### config.mk
export PLATFORM = sky130hd
export DESIGN_NAME = register_alu_execute_unit
export DESIGN_NICKNAME = d
export VERILOG_FILES = /design/src/rtl/core/raeu_pkg.sv /design/src/rtl/core/register_alu_execute_unit.sv /design/src/rtl/core/raeu_ram.sv
export VERILOG_INCLUDE_DIRS = /design/src /design/src/rtl/core
export SDC_FILE = /design/constraint.sdc
export NUM_CORES = 1
export LEC_CHECK = 0
export ABC_AREA = 1
export BUFFER_PORTS_ARGS = -buffer_cell sky130_fd_sc_hd__clkbuf_2
export CORE_MARGIN = 2
export CORE_UTILIZATION = 46
export DETAILED_ROUTE_END_ITERATION = 10
export PLACE_DENSITY = 0.62
export SETUP_SLACK_MARGIN = 0.1
export SYNTH_ARGS = -nofsm -noshare
export SYNTH_HDL_FRONTEND = slang
export SYNTH_SLANG_ARGS = --single-unit
### constraint.sdc
create_clock -name clk -period 6.79 [get_ports clk]
set_input_delay 1.0185 -clock clk [delete_from_list [all_inputs] [get_ports clk]]
set_output_delay 1.0185 -clock clk [all_outputs]
set_load 0.01 [all_outputs]
### src/rtl/core/register_alu_execute_unit_defines.svh
// assertion macros for the register alu execute unit
`ifndef REGISTER_ALU_EXECUTE_UNIT_DEFINES_SVH
`define REGISTER_ALU_EXECUTE_UNIT_DEFINES_SVH

// same-cycle implication, sampled on clk, off while rst_n is low
`define RAEU_ASSERT_NOW(label, ante, cons, msg) \
  label: assert property (@(posedge clk) disable iff (!rst_n) (ante) |-> (cons)) \
    else $error(msg);

// next-cycle implication, sampled on clk, off while rst_n is low
`define RAEU_ASSERT_NEXT(label, ante, cons, msg) \
  label: assert property (@(posedge clk) disable iff (!rst_n) (ante) |=> (cons)) \
    else $error(msg);

`endif

### src/rtl/core/raeu_pkg.sv
// shared constants and command codes for the register alu execute unit
`default_nettype none

package raeu_pkg;

  localparam int NUM_REGS = 8;
  localparam int REG_AW   = (NUM_REGS > 1) ? $clog2(NUM_REGS) : 1;
  localparam int DATA_W   = 16;
  localparam int FLAG_W   = 5;
  localparam int CMD_W    = 5;
  localparam int IDX_W    = 3;

  localparam int FLAG_C   = 0;
  localparam int FLAG_V   = 1;
  localparam int FLAG_N   = 2;
  localparam int FLAG_Z   = 3;
  localparam int FLAG_SLP = 4;

  typedef enum logic [CMD_W-1:0] {
    CMD_ADD   = 5'd0,
    CMD_ADDC  = 5'd1,
    CMD_SUB   = 5'd2,
    CMD_SUBC  = 5'd3,
    CMD_CMP   = 5'd4,
    CMD_XOR   = 5'd5,
    CMD_AND   = 5'd6,
    CMD_OR    = 5'd7,
    CMD_BIT   = 5'd8,
    CMD_BIC   = 5'd9,
    CMD_BIS   = 5'd10,
    CMD_MOV   = 5'd11,
    CMD_SWAP  = 5'd12,
    CMD_SRA   = 5'd13,
    CMD_RRC   = 5'd14,
    CMD_SWPB  = 5'd15,
    CMD_SXT   = 5'd16,
    CMD_MOVL  = 5'd17,
    CMD_MOVLZ = 5'd18,
    CMD_MOVLS = 5'd19,
    CMD_MOVH  = 5'd20,
    CMD_SETCC = 5'd21,
    CMD_CLRCC = 5'd22
  } cmd_t;

endpackage

`default_nettype wire

### src/rtl/core/register_alu_execute_unit.sv
// Register ALU execute unit: runs one register instruction per transaction on an
// 8 x 16-bit register file and a 5-bit status word (C, V, N, Z, sleep) and returns
// the destination value and the flags. Each instruction passes an input register
// (register file read) and a result register; a new input is taken every cycle unless
// the result side stalls or a swap holds the input register. A swap writes the source
// register first, then the destination on retiring: two writes through the single write port.
// The register file reads as zero after reset until an entry is written.
`default_nettype none

`include "register_alu_execute_unit_defines.svh"

module register_alu_execute_unit (
  input  wire logic        clk,
  input  wire logic        rst_n,
  input  wire logic        in_tvalid,
  output logic             in_tready,
  // command[4:0], dest_reg[7:5], src_reg[10:8], operand_value[26:11], flag_mask[31:27]
  input  wire logic [31:0] in_tdata,
  output logic             out_tvalid,
  input  wire logic        out_tready,
  // result_value[15:0], status_out[20:16], zero[23:21]
  output logic      [23:0] out_tdata
);

  localparam int AW = raeu_pkg::REG_AW;
  localparam int DW = raeu_pkg::DATA_W;
  localparam int FW = raeu_pkg::FLAG_W;
  localparam int NR = raeu_pkg::NUM_REGS;
  localparam int IW = raeu_pkg::IDX_W;

  // input fields
  logic [raeu_pkg::CMD_W-1:0] in_cmd;
  logic [IW-1:0]              in_dest;
  logic [IW-1:0]              in_src;
  logic [DW-1:0]              in_op;
  logic [FW-1:0]              in_mask;
  logic                       in_accept;
  logic                       in_d_rng;
  logic                       in_s_rng;

  assign in_cmd    = in_tdata[4:0];
  assign in_dest   = in_tdata[7:5];
  assign in_src    = in_tdata[10:8];
  assign in_op     = in_tdata[26:11];
  assign in_mask   = in_tdata[31:27];
  assign in_accept = in_tvalid && in_tready;
  assign in_d_rng  = int'(in_dest) < NR;
  assign in_s_rng  = int'(in_src) < NR;

  // execute stage registers
  logic                       s1_valid_r, s1_valid_nxt;
  logic                       swap_half_r, swap_half_nxt;
  logic [raeu_pkg::CMD_W-1:0] s1_cmd_r, s1_cmd_nxt;
  logic [IW-1:0]              s1_dest_r, s1_dest_nxt;
  logic [IW-1:0]              s1_src_r, s1_src_nxt;
  logic [DW-1:0]              s1_op_r, s1_op_nxt;
  logic [FW-1:0]              s1_mask_r, s1_mask_nxt;
  logic                       a_fwd_r, a_fwd_nxt;
  logic                       a_vld_r, a_vld_nxt;
  logic [DW-1:0]              a_fwd_data_r, a_fwd_data_nxt;
  logic                       b_fwd_r, b_fwd_nxt;
  logic                       b_vld_r, b_vld_nxt;
  logic [DW-1:0]              b_fwd_data_r, b_fwd_data_nxt;

  // architectural state
  logic [NR-1:0]              vld_r, vld_nxt;
  logic [FW-1:0]              flags_r, flags_nxt;

  // result register
  logic                       out_valid_r, out_valid_nxt;
  logic [DW-1:0]              res_r, res_nxt;
  logic [FW-1:0]              stat_r, stat_nxt;

  // register file ports
  logic                       wr_en;
  logic [AW-1:0]              wr_addr;
  logic [DW-1:0]              wr_data;
  logic [AW-1:0]              rd_addr_d;
  logic [AW-1:0]              rd_addr_s;
  logic [DW-1:0]              ram_q_d;
  logic [DW-1:0]              ram_q_s;

  // execute signals
  logic                       d_rng;
  logic                       s_rng;
  logic                       is_swap;
  logic                       swap_first;
  logic                       adv;
  logic [DW-1:0]              a_val;
  logic [DW-1:0]              s_val;
  logic                       is_sub;
  logic                       cin;
  logic [DW:0]                sum;
  logic [DW-1:0]              r;
  logic                       wr;
  logic                       upd_nz;

  assign rd_addr_d = AW'(in_dest);
  assign rd_addr_s = AW'(in_src);

  raeu_ram #(
    .WIDTH (DW),
    .DEPTH (NR)
  ) u_rf_d (
    .clk     (clk),
    .wr_en   (wr_en),
    .wr_addr (wr_addr),
    .wr_data (wr_data),
    .rd_en   (in_accept),
    .rd_addr (rd_addr_d),
    .rd_data (ram_q_d)
  );

  raeu_ram #(
    .WIDTH (DW),
    .DEPTH (NR)
  ) u_rf_s (
    .clk     (clk),
    .wr_en   (wr_en),
    .wr_addr (wr_addr),
    .wr_data (wr_data),
    .rd_en   (in_accept),
    .rd_addr (rd_addr_s),
    .rd_data (ram_q_s)
  );

  assign d_rng      = int'(s1_dest_r) < NR;
  assign s_rng      = int'(s1_src_r) < NR;
  assign is_swap    = s1_cmd_r == raeu_pkg::CMD_SWAP;
  assign swap_first = s1_valid_r && is_swap && !swap_half_r;
  assign adv        = s1_valid_r && !swap_first && (!out_valid_r || out_tready);
  assign in_tready  = !s1_valid_r || adv;

  // operands with bypass of the write landing at the read edge
  assign a_val = a_fwd_r ? a_fwd_data_r : (a_vld_r ? ram_q_d : '0);
  assign s_val = b_fwd_r ? b_fwd_data_r : (b_vld_r ? ram_q_s : '0);

  // shared adder, subtract as a + ~b + ~borrow
  always_comb begin
    is_sub = (s1_cmd_r == raeu_pkg::CMD_SUB) || (s1_cmd_r == raeu_pkg::CMD_SUBC) ||
             (s1_cmd_r == raeu_pkg::CMD_CMP);
    unique case (s1_cmd_r)
      raeu_pkg::CMD_ADDC: cin = flags_r[raeu_pkg::FLAG_C];
      raeu_pkg::CMD_SUBC: cin = !flags_r[raeu_pkg::FLAG_C];
      default:            cin = is_sub;
    endcase
    sum = {1'b0, a_val} + {1'b0, (is_sub ? ~s1_op_r : s1_op_r)} + {{DW{1'b0}}, cin};
  end

  always_comb begin
    r         = a_val;
    wr        = 1'b1;
    upd_nz    = 1'b1;
    flags_nxt = flags_r;
    unique case (s1_cmd_r)
      raeu_pkg::CMD_ADD, raeu_pkg::CMD_ADDC: begin
        r                          = sum[DW-1:0];
        flags_nxt[raeu_pkg::FLAG_C] = sum[DW];
        flags_nxt[raeu_pkg::FLAG_V] = !(a_val[DW-1] ^ s1_op_r[DW-1]) &&
                                      (a_val[DW-1] ^ sum[DW-1]);
      end
      raeu_pkg::CMD_SUB, raeu_pkg::CMD_SUBC, raeu_pkg::CMD_CMP: begin
        r                          = sum[DW-1:0];
        wr                         = s1_cmd_r != raeu_pkg::CMD_CMP;
        flags_nxt[raeu_pkg::FLAG_C] = !sum[DW];
        flags_nxt[raeu_pkg::FLAG_V] = (a_val[DW-1] ^ s1_op_r[DW-1]) &&
                                      (a_val[DW-1] ^ sum[DW-1]);
      end
      raeu_pkg::CMD_XOR:  r = a_val ^ s1_op_r;
      raeu_pkg::CMD_AND:  r = a_val & s1_op_r;
      raeu_pkg::CMD_OR:   r = a_val | s1_op_r;
      raeu_pkg::CMD_BIT: begin
        r  = a_val & s1_op_r;
        wr = 1'b0;
      end
      raeu_pkg::CMD_BIC:  r = a_val & ~s1_op_r;
      raeu_pkg::CMD_BIS:  r = a_val | s1_op_r;
      raeu_pkg::CMD_MOV:  r = s1_op_r;
      raeu_pkg::CMD_SWAP: begin
        r      = s_val;
        upd_nz = 1'b0;
      end
      raeu_pkg::CMD_SRA:  r = {a_val[DW-1], a_val[DW-1:1]};
      raeu_pkg::CMD_RRC: begin
        r                          = {flags_r[raeu_pkg::FLAG_C], a_val[DW-1:1]};
        flags_nxt[raeu_pkg::FLAG_C] = a_val[0];
      end
      raeu_pkg::CMD_SWPB: r = {a_val[7:0], a_val[15:8]};
      raeu_pkg::CMD_SXT:  r = {{8{a_val[7]}}, a_val[7:0]};
      raeu_pkg::CMD_MOVL: begin
        r      = {a_val[15:8], s1_op_r[7:0]};
        upd_nz = 1'b0;
      end
      raeu_pkg::CMD_MOVLZ: begin
        r      = {8'h00, s1_op_r[7:0]};
        upd_nz = 1'b0;
      end
      raeu_pkg::CMD_MOVLS: begin
        r      = {8'hFF, s1_op_r[7:0]};
        upd_nz = 1'b0;
      end
      raeu_pkg::CMD_MOVH: begin
        r      = {s1_op_r[7:0], a_val[7:0]};
        upd_nz = 1'b0;
      end
      raeu_pkg::CMD_SETCC: begin
        wr        = 1'b0;
        upd_nz    = 1'b0;
        flags_nxt = flags_r | s1_mask_r;
      end
      raeu_pkg::CMD_CLRCC: begin
        wr        = 1'b0;
        upd_nz    = 1'b0;
        flags_nxt = flags_r & ~s1_mask_r;
      end
      default: begin
        wr     = 1'b0;
        upd_nz = 1'b0;
      end
    endcase
    if (upd_nz) begin
      flags_nxt[raeu_pkg::FLAG_N] = r[DW-1];
      flags_nxt[raeu_pkg::FLAG_Z] = r == '0;
    end
    if (!adv) begin
      flags_nxt = flags_r;
    end
  end

  // first swap cycle writes the source register, the retiring cycle the destination
  always_comb begin
    if (swap_first) begin
      wr_en   = s_rng;
      wr_addr = AW'(s1_src_r);
      wr_data = a_val;
    end else begin
      wr_en   = adv && wr && d_rng;
      wr_addr = AW'(s1_dest_r);
      wr_data = r;
    end
    vld_nxt = vld_r;
    if (wr_en) begin
      vld_nxt[wr_addr] = 1'b1;
    end
  end

  always_comb begin
    s1_valid_nxt   = in_accept || (s1_valid_r && !adv);
    swap_half_nxt  = adv ? 1'b0 : (swap_first ? 1'b1 : swap_half_r);
    s1_cmd_nxt     = in_accept ? in_cmd  : s1_cmd_r;
    s1_dest_nxt    = in_accept ? in_dest : s1_dest_r;
    s1_src_nxt     = in_accept ? in_src  : s1_src_r;
    s1_op_nxt      = in_accept ? in_op   : s1_op_r;
    s1_mask_nxt    = in_accept ? in_mask : s1_mask_r;
    a_fwd_nxt      = in_accept ? (in_d_rng && wr_en && wr_addr == rd_addr_d) : a_fwd_r;
    a_vld_nxt      = in_accept ? (in_d_rng && vld_r[rd_addr_d]) : a_vld_r;
    a_fwd_data_nxt = in_accept ? wr_data : a_fwd_data_r;
    b_fwd_nxt      = in_accept ? (in_s_rng && wr_en && wr_addr == rd_addr_s) : b_fwd_r;
    b_vld_nxt      = in_accept ? (in_s_rng && vld_r[rd_addr_s]) : b_vld_r;
    b_fwd_data_nxt = in_accept ? wr_data : b_fwd_data_r;
    out_valid_nxt  = adv || (out_valid_r && !out_tready);
    res_nxt        = adv ? r : res_r;
    stat_nxt       = adv ? flags_nxt : stat_r;
  end

  always_ff @(posedge clk) begin
    if (!rst_n) begin
      s1_valid_r  <= 1'b0;
      swap_half_r <= 1'b0;
      out_valid_r <= 1'b0;
      vld_r       <= '0;
      flags_r     <= '0;
    end else begin
      s1_valid_r  <= s1_valid_nxt;
      swap_half_r <= swap_half_nxt;
      out_valid_r <= out_valid_nxt;
      vld_r       <= vld_nxt;
      flags_r     <= flags_nxt;
    end
  end

  always_ff @(posedge clk) begin
    s1_cmd_r     <= s1_cmd_nxt;
    s1_dest_r    <= s1_dest_nxt;
    s1_src_r     <= s1_src_nxt;
    s1_op_r      <= s1_op_nxt;
    s1_mask_r    <= s1_mask_nxt;
    a_fwd_r      <= a_fwd_nxt;
    a_vld_r      <= a_vld_nxt;
    a_fwd_data_r <= a_fwd_data_nxt;
    b_fwd_r      <= b_fwd_nxt;
    b_vld_r      <= b_vld_nxt;
    b_fwd_data_r <= b_fwd_data_nxt;
    res_r        <= res_nxt;
    stat_r       <= stat_nxt;
  end

  assign out_tvalid = out_valid_r;
  assign out_tdata  = {3'b000, stat_r, res_r};

  `RAEU_ASSERT_NEXT(a_swap_second_half, swap_first, swap_half_r && s1_valid_r,
    "swap did not move to its second cycle")
  `RAEU_ASSERT_NOW(a_swap_blocks_input, swap_first, !in_tready,
    "input taken during first swap cycle")
  `RAEU_ASSERT_NEXT(a_flags_hold, !adv, $stable(flags_r),
    "flags changed without a retiring instruction")
  `RAEU_ASSERT_NEXT(a_sleep_only_cc,
    adv && s1_cmd_r != raeu_pkg::CMD_SETCC && s1_cmd_r != raeu_pkg::CMD_CLRCC,
    flags_r[raeu_pkg::FLAG_SLP] == $past(flags_r[raeu_pkg::FLAG_SLP]),
    "sleep flag changed outside setcc or clrcc")
  `RAEU_ASSERT_NEXT(a_retire_loads_out, adv, out_valid_r,
    "retiring instruction left no result")

endmodule

`default_nettype wire

### src/rtl/core/raeu_ram.sv
// generic single write port ram with registered read
`default_nettype none

module raeu_ram #(
  parameter int WIDTH = 16,
  parameter int DEPTH = 8
) (
  input  wire logic                               clk,
  input  wire logic                               wr_en,
  input  wire logic [((DEPTH > 1) ? $clog2(DEPTH) : 1)-1:0] wr_addr,
  input  wire logic [WIDTH-1:0]                   wr_data,
  input  wire logic                               rd_en,
  input  wire logic [((DEPTH > 1) ? $clog2(DEPTH) : 1)-1:0] rd_addr,
  output logic      [WIDTH-1:0]                   rd_data
);

  logic [WIDTH-1:0] mem_r [DEPTH];
  logic [WIDTH-1:0] rd_data_r;

  always_ff @(posedge clk) begin
    if (wr_en) begin
      mem_r[wr_addr] <= wr_data;
    end
    if (rd_en) begin
      rd_data_r <= mem_r[rd_addr];
    end
  end

  assign rd_data = rd_data_r;

endmodule

`default_nettype wire

==> metrics.txt <==
clk_lat worst skew=0.57 ns; final design utilization=0.520; maximum clock rate=between 0.15 and 0.2 GHz; status=complete, no violations; Final period util=0.782; met3 routed WL=3.24 mm; grt ovf=0; final worst setup slack=1.48 ns; Peak VDD IR=180 µV; ANT cells=0; placed insts=~2100; total track usage=0.263; Hold Path End=vld_r[2]; adder-cell share of the synthesized area=0.0298; CTS tree=yes; RSZ-0062 raised after global routing=false; skew final=0.0338 ns; CTS Buf Count=28; met2 wire len=19.5 mm; beginning of the worst hold path=vld_r[2]; DRC violation total after the first TritonRoute iteration=1361; post-synthesis mux area share=0; post-place setup slack=1.61 ns; ys flop type=edfxtp_1; final net count=1822; internal cell power=2.98 mW; ANT nets after route=0; most common cell after layout, fill and taps aside=nand2_1; root buffer cell=clkbuf_16; final instance area=approximately 0.016 mm²; crit end category=flip-flop; initial core utilization=0.468; sequential share of the synthesized area=0.510; crit path from=s1_cmd_r[0]; Yosys warnings=0; Reg2Reg Depth=22; via density per instance=5.56; vias post-DR=12100; top layer in use=met5; Crit Path Class=flip-flop to flip-flop; EDFF count, synth=approximately 230; Psw=1.20 mW; share of post-route cells with drive strength above 1=0.0980; switch share=0.288; CP Launch Type=flip-flop; H-tree level count=1; PortBufs=58; combinational fraction of design power=0.177; Synth Area in Compound Gates=0.153; PostCTS Resize Cnt=0; Remaining DRCs=0; slew margin rel.=0.114; Power, Total=about 4.2 mW; Final setup viols=0; DIE AREA=0.0326 mm²; Detailed Route WL=about 43 mm; synthesized flop and latch total=249; Worst R2R Setup Slack=1.48 ns; vias in the first global route=about 11000; initial antenna violation count=1; min cycle time layout=5.31 ns; Layout area overhead=11.1%; first-pass GRT wire length=about 67 mm; Clk pwr share=0.375; dpl hpwl=30.3 mm; Hold WC Path Type=flip-flop to flip-flop; Fill cells=roughly 2900; Critical Path AT=roughly 5.5 ns; Worst EP required=6.99 ns; I/O pin count=slightly above 60; main combinational cell family by area after synthesis=simple AND/OR/NAND/NOR gates; mean post-synth cell area=~8.4 µm²; Hold Vio Cnt, Final=0; cell count after synthesis=between 1500 and 2000; Worst-Margin Slew=1.31 ns; FP Rows=64; dpl cell area=0.0150 mm²; core area=about 0.031 mm²; Die Ht=181 µm; critical path peak fanout=18; Pleak=6.68 nW; Unique masters post-synth=47; hold-fix buffer count after cts=0; ys async rst share=0; routed len/inst=19.9 µm; max cap viols=0; GPL Wtd Cong=roughly 1; max-slew violation count=0; minimum hold slack=0.484 ns; CTS Buffer Depth=3; non-filler cells in the finished layout=roughly 2200; hold-critical path depth=2; met1 WL=18.7 mm; most frequent cells in the layout=415 x nand2_1, 233 x edfxtp_1, 202 x inv_1; Reg clk slew, reported paths=about 0.060 ns; reg2reg start=s1_cmd_r[0]; sequential power share=0.448; drt first pass iters=8; Post-Synth Simple-Gate Area=0.210; Clock Sinks=249; post-CTS setup buffers=0; largest net degree at the start of global routing=87; setup_tns=0 ns; reg2reg end=u_rf_s.mem_r[2][14]; pwr/cell area=263 mW/mm²; Die X-Extent=181 µm; Post-Synth XOR/XNOR Area=0.0159; Mapped Area=about 0.014 mm²
## cells by family (layout without fill, tap and decap cells)
kind of cell | count (synthesis) | count (layout)
AO/OA/AOI/OAI | 395 | 395
XOR/XNOR | 26 | 26
AND/OR/NAND/NOR | 721 | 721
buffers and inverters | 290 | 348
other | 1 | 3
flip-flops | 249 | 249
adder cells (fa/ha/maj) | 33 | 33
## sequential cells by signal, summed over array words and instances (netlist names), 3 cells and up
register        flops
s1_src_r            3
flags_r             5
b_fwd_data_r       16
s1_dest_r           3
u_rf_s.mem_r       96
res_r              16
stat_r              5
vld_r               8
s1_op_r            16
u_rf_d.mem_r       32
s1_mask_r           5
s1_cmd_r            5
u_rf_d.rd_data     16
u_rf_s.rd_data     16
## how the worst max path moves through the flow
| stage | to | slack [ns] | cells after the start |
|---|---|---|---|
| 2_1_floorplan | a_fwd_r | 0.46 | 4 |
| 3_3_place_gp | u_rf_d.mem_r[4][14] | 1.79 | 22 |
| 3_5_place_dp | u_rf_d.mem_r[4][14] | 1.61 | 22 |
| 4_1_cts | u_rf_s.mem_r[2][14] | 1.56 | 22 |
| 5_1_grt | u_rf_s.mem_r[1][14] | 1.05 | 22 |
| 6_report | u_rf_s.mem_r[2][14] | 1.48 | 22 |
## per-layer routing
layer	up-vias	global-route usage
met5	-	0
met4	2	0.0997
met3	103	0.0366
met2	512	0.421
met1	5602	0.365
li1	5860	-
## power by group through the flow
stage                     registers [mW]  clock network, mW  logic, mW
after detailed placement            1.91                  0      0.728
after global placement              1.91                  0      0.723
after global routing                1.88               1.66      0.823
after floorplan                     1.90                  0      0.472
after CTS                           1.88               1.60      0.732
final                               1.88               1.57      0.740
## critical path, stage by stage, from the launching register on
cell and delay [ns]:
edfxtp_1 0.72, inv_2 0.18, nand2_1 0.18, nor2_1 0.10, nor2_4 0.54, inv_1 0.18, o21ai_0 0.11, o21ai_0 0.24
fa_1 0.51, inv_1 0.10, fa_1 0.20, inv_1 0.06, nand2_1 0.08, nand2_1 0.06, nand3_1 0.09, nand2_1 0.10
nand2_1 0.10, nand2_1 0.08, nand2_1 0.07, nand3_1 0.11, nand3_1 0.12, nand2_1 0.12, o21ai_0 0.89
## cell type report
| class | count | area [µm²] | share of cell area |
|---|---|---|---|
| inverter | 216 | 816 | 0.0512 |
| tap | 396 | 495 | 0.0311 |
| timing repair buffer | 80 | 468 | 0.0294 |
| clock buffer | 35 | 727 | 0.0456 |
| clock inverter | 17 | 228 | 0.0143 |
| sequential | 249 | 7320 | 0.459 |
| multi-input combinational | 1178 | 5890 | 0.370 |
## cells in the mapped netlist (3+ instances only)
cell,instances,area share
nand2_1,415,0.11
edfxtp_1,233,0.49
inv_1,202,0.053
o21ai_0,191,0.067
nor2_1,170,0.044
a21oi_1,106,0.037
nand3_1,70,0.024
clkbuf_1,50,0.013
o211ai_1,40,0.021
a31oi_1,34,0.015
ha_1,31,0.027
nand4_1,25,0.011
xor2_1,25,0.015
dfxtp_1,16,0.022
buf_2,12,0.0042
inv_2,11,0.0029
nand2_2,10,0.0044
or2_2,8,0.0035
nor2_4,7,0.0055
nand3_2,6,0.0042
buf_4,5,0.0026
buf_6,4,0.0031
o21ai_1,4,0.0014
o22ai_1,4,0.0017
and2_1,3,0.0013
nor3_1,3,0.0010
o21ai_2,3,0.0018
No activity file was read; power rests on OpenSTA's default activity.
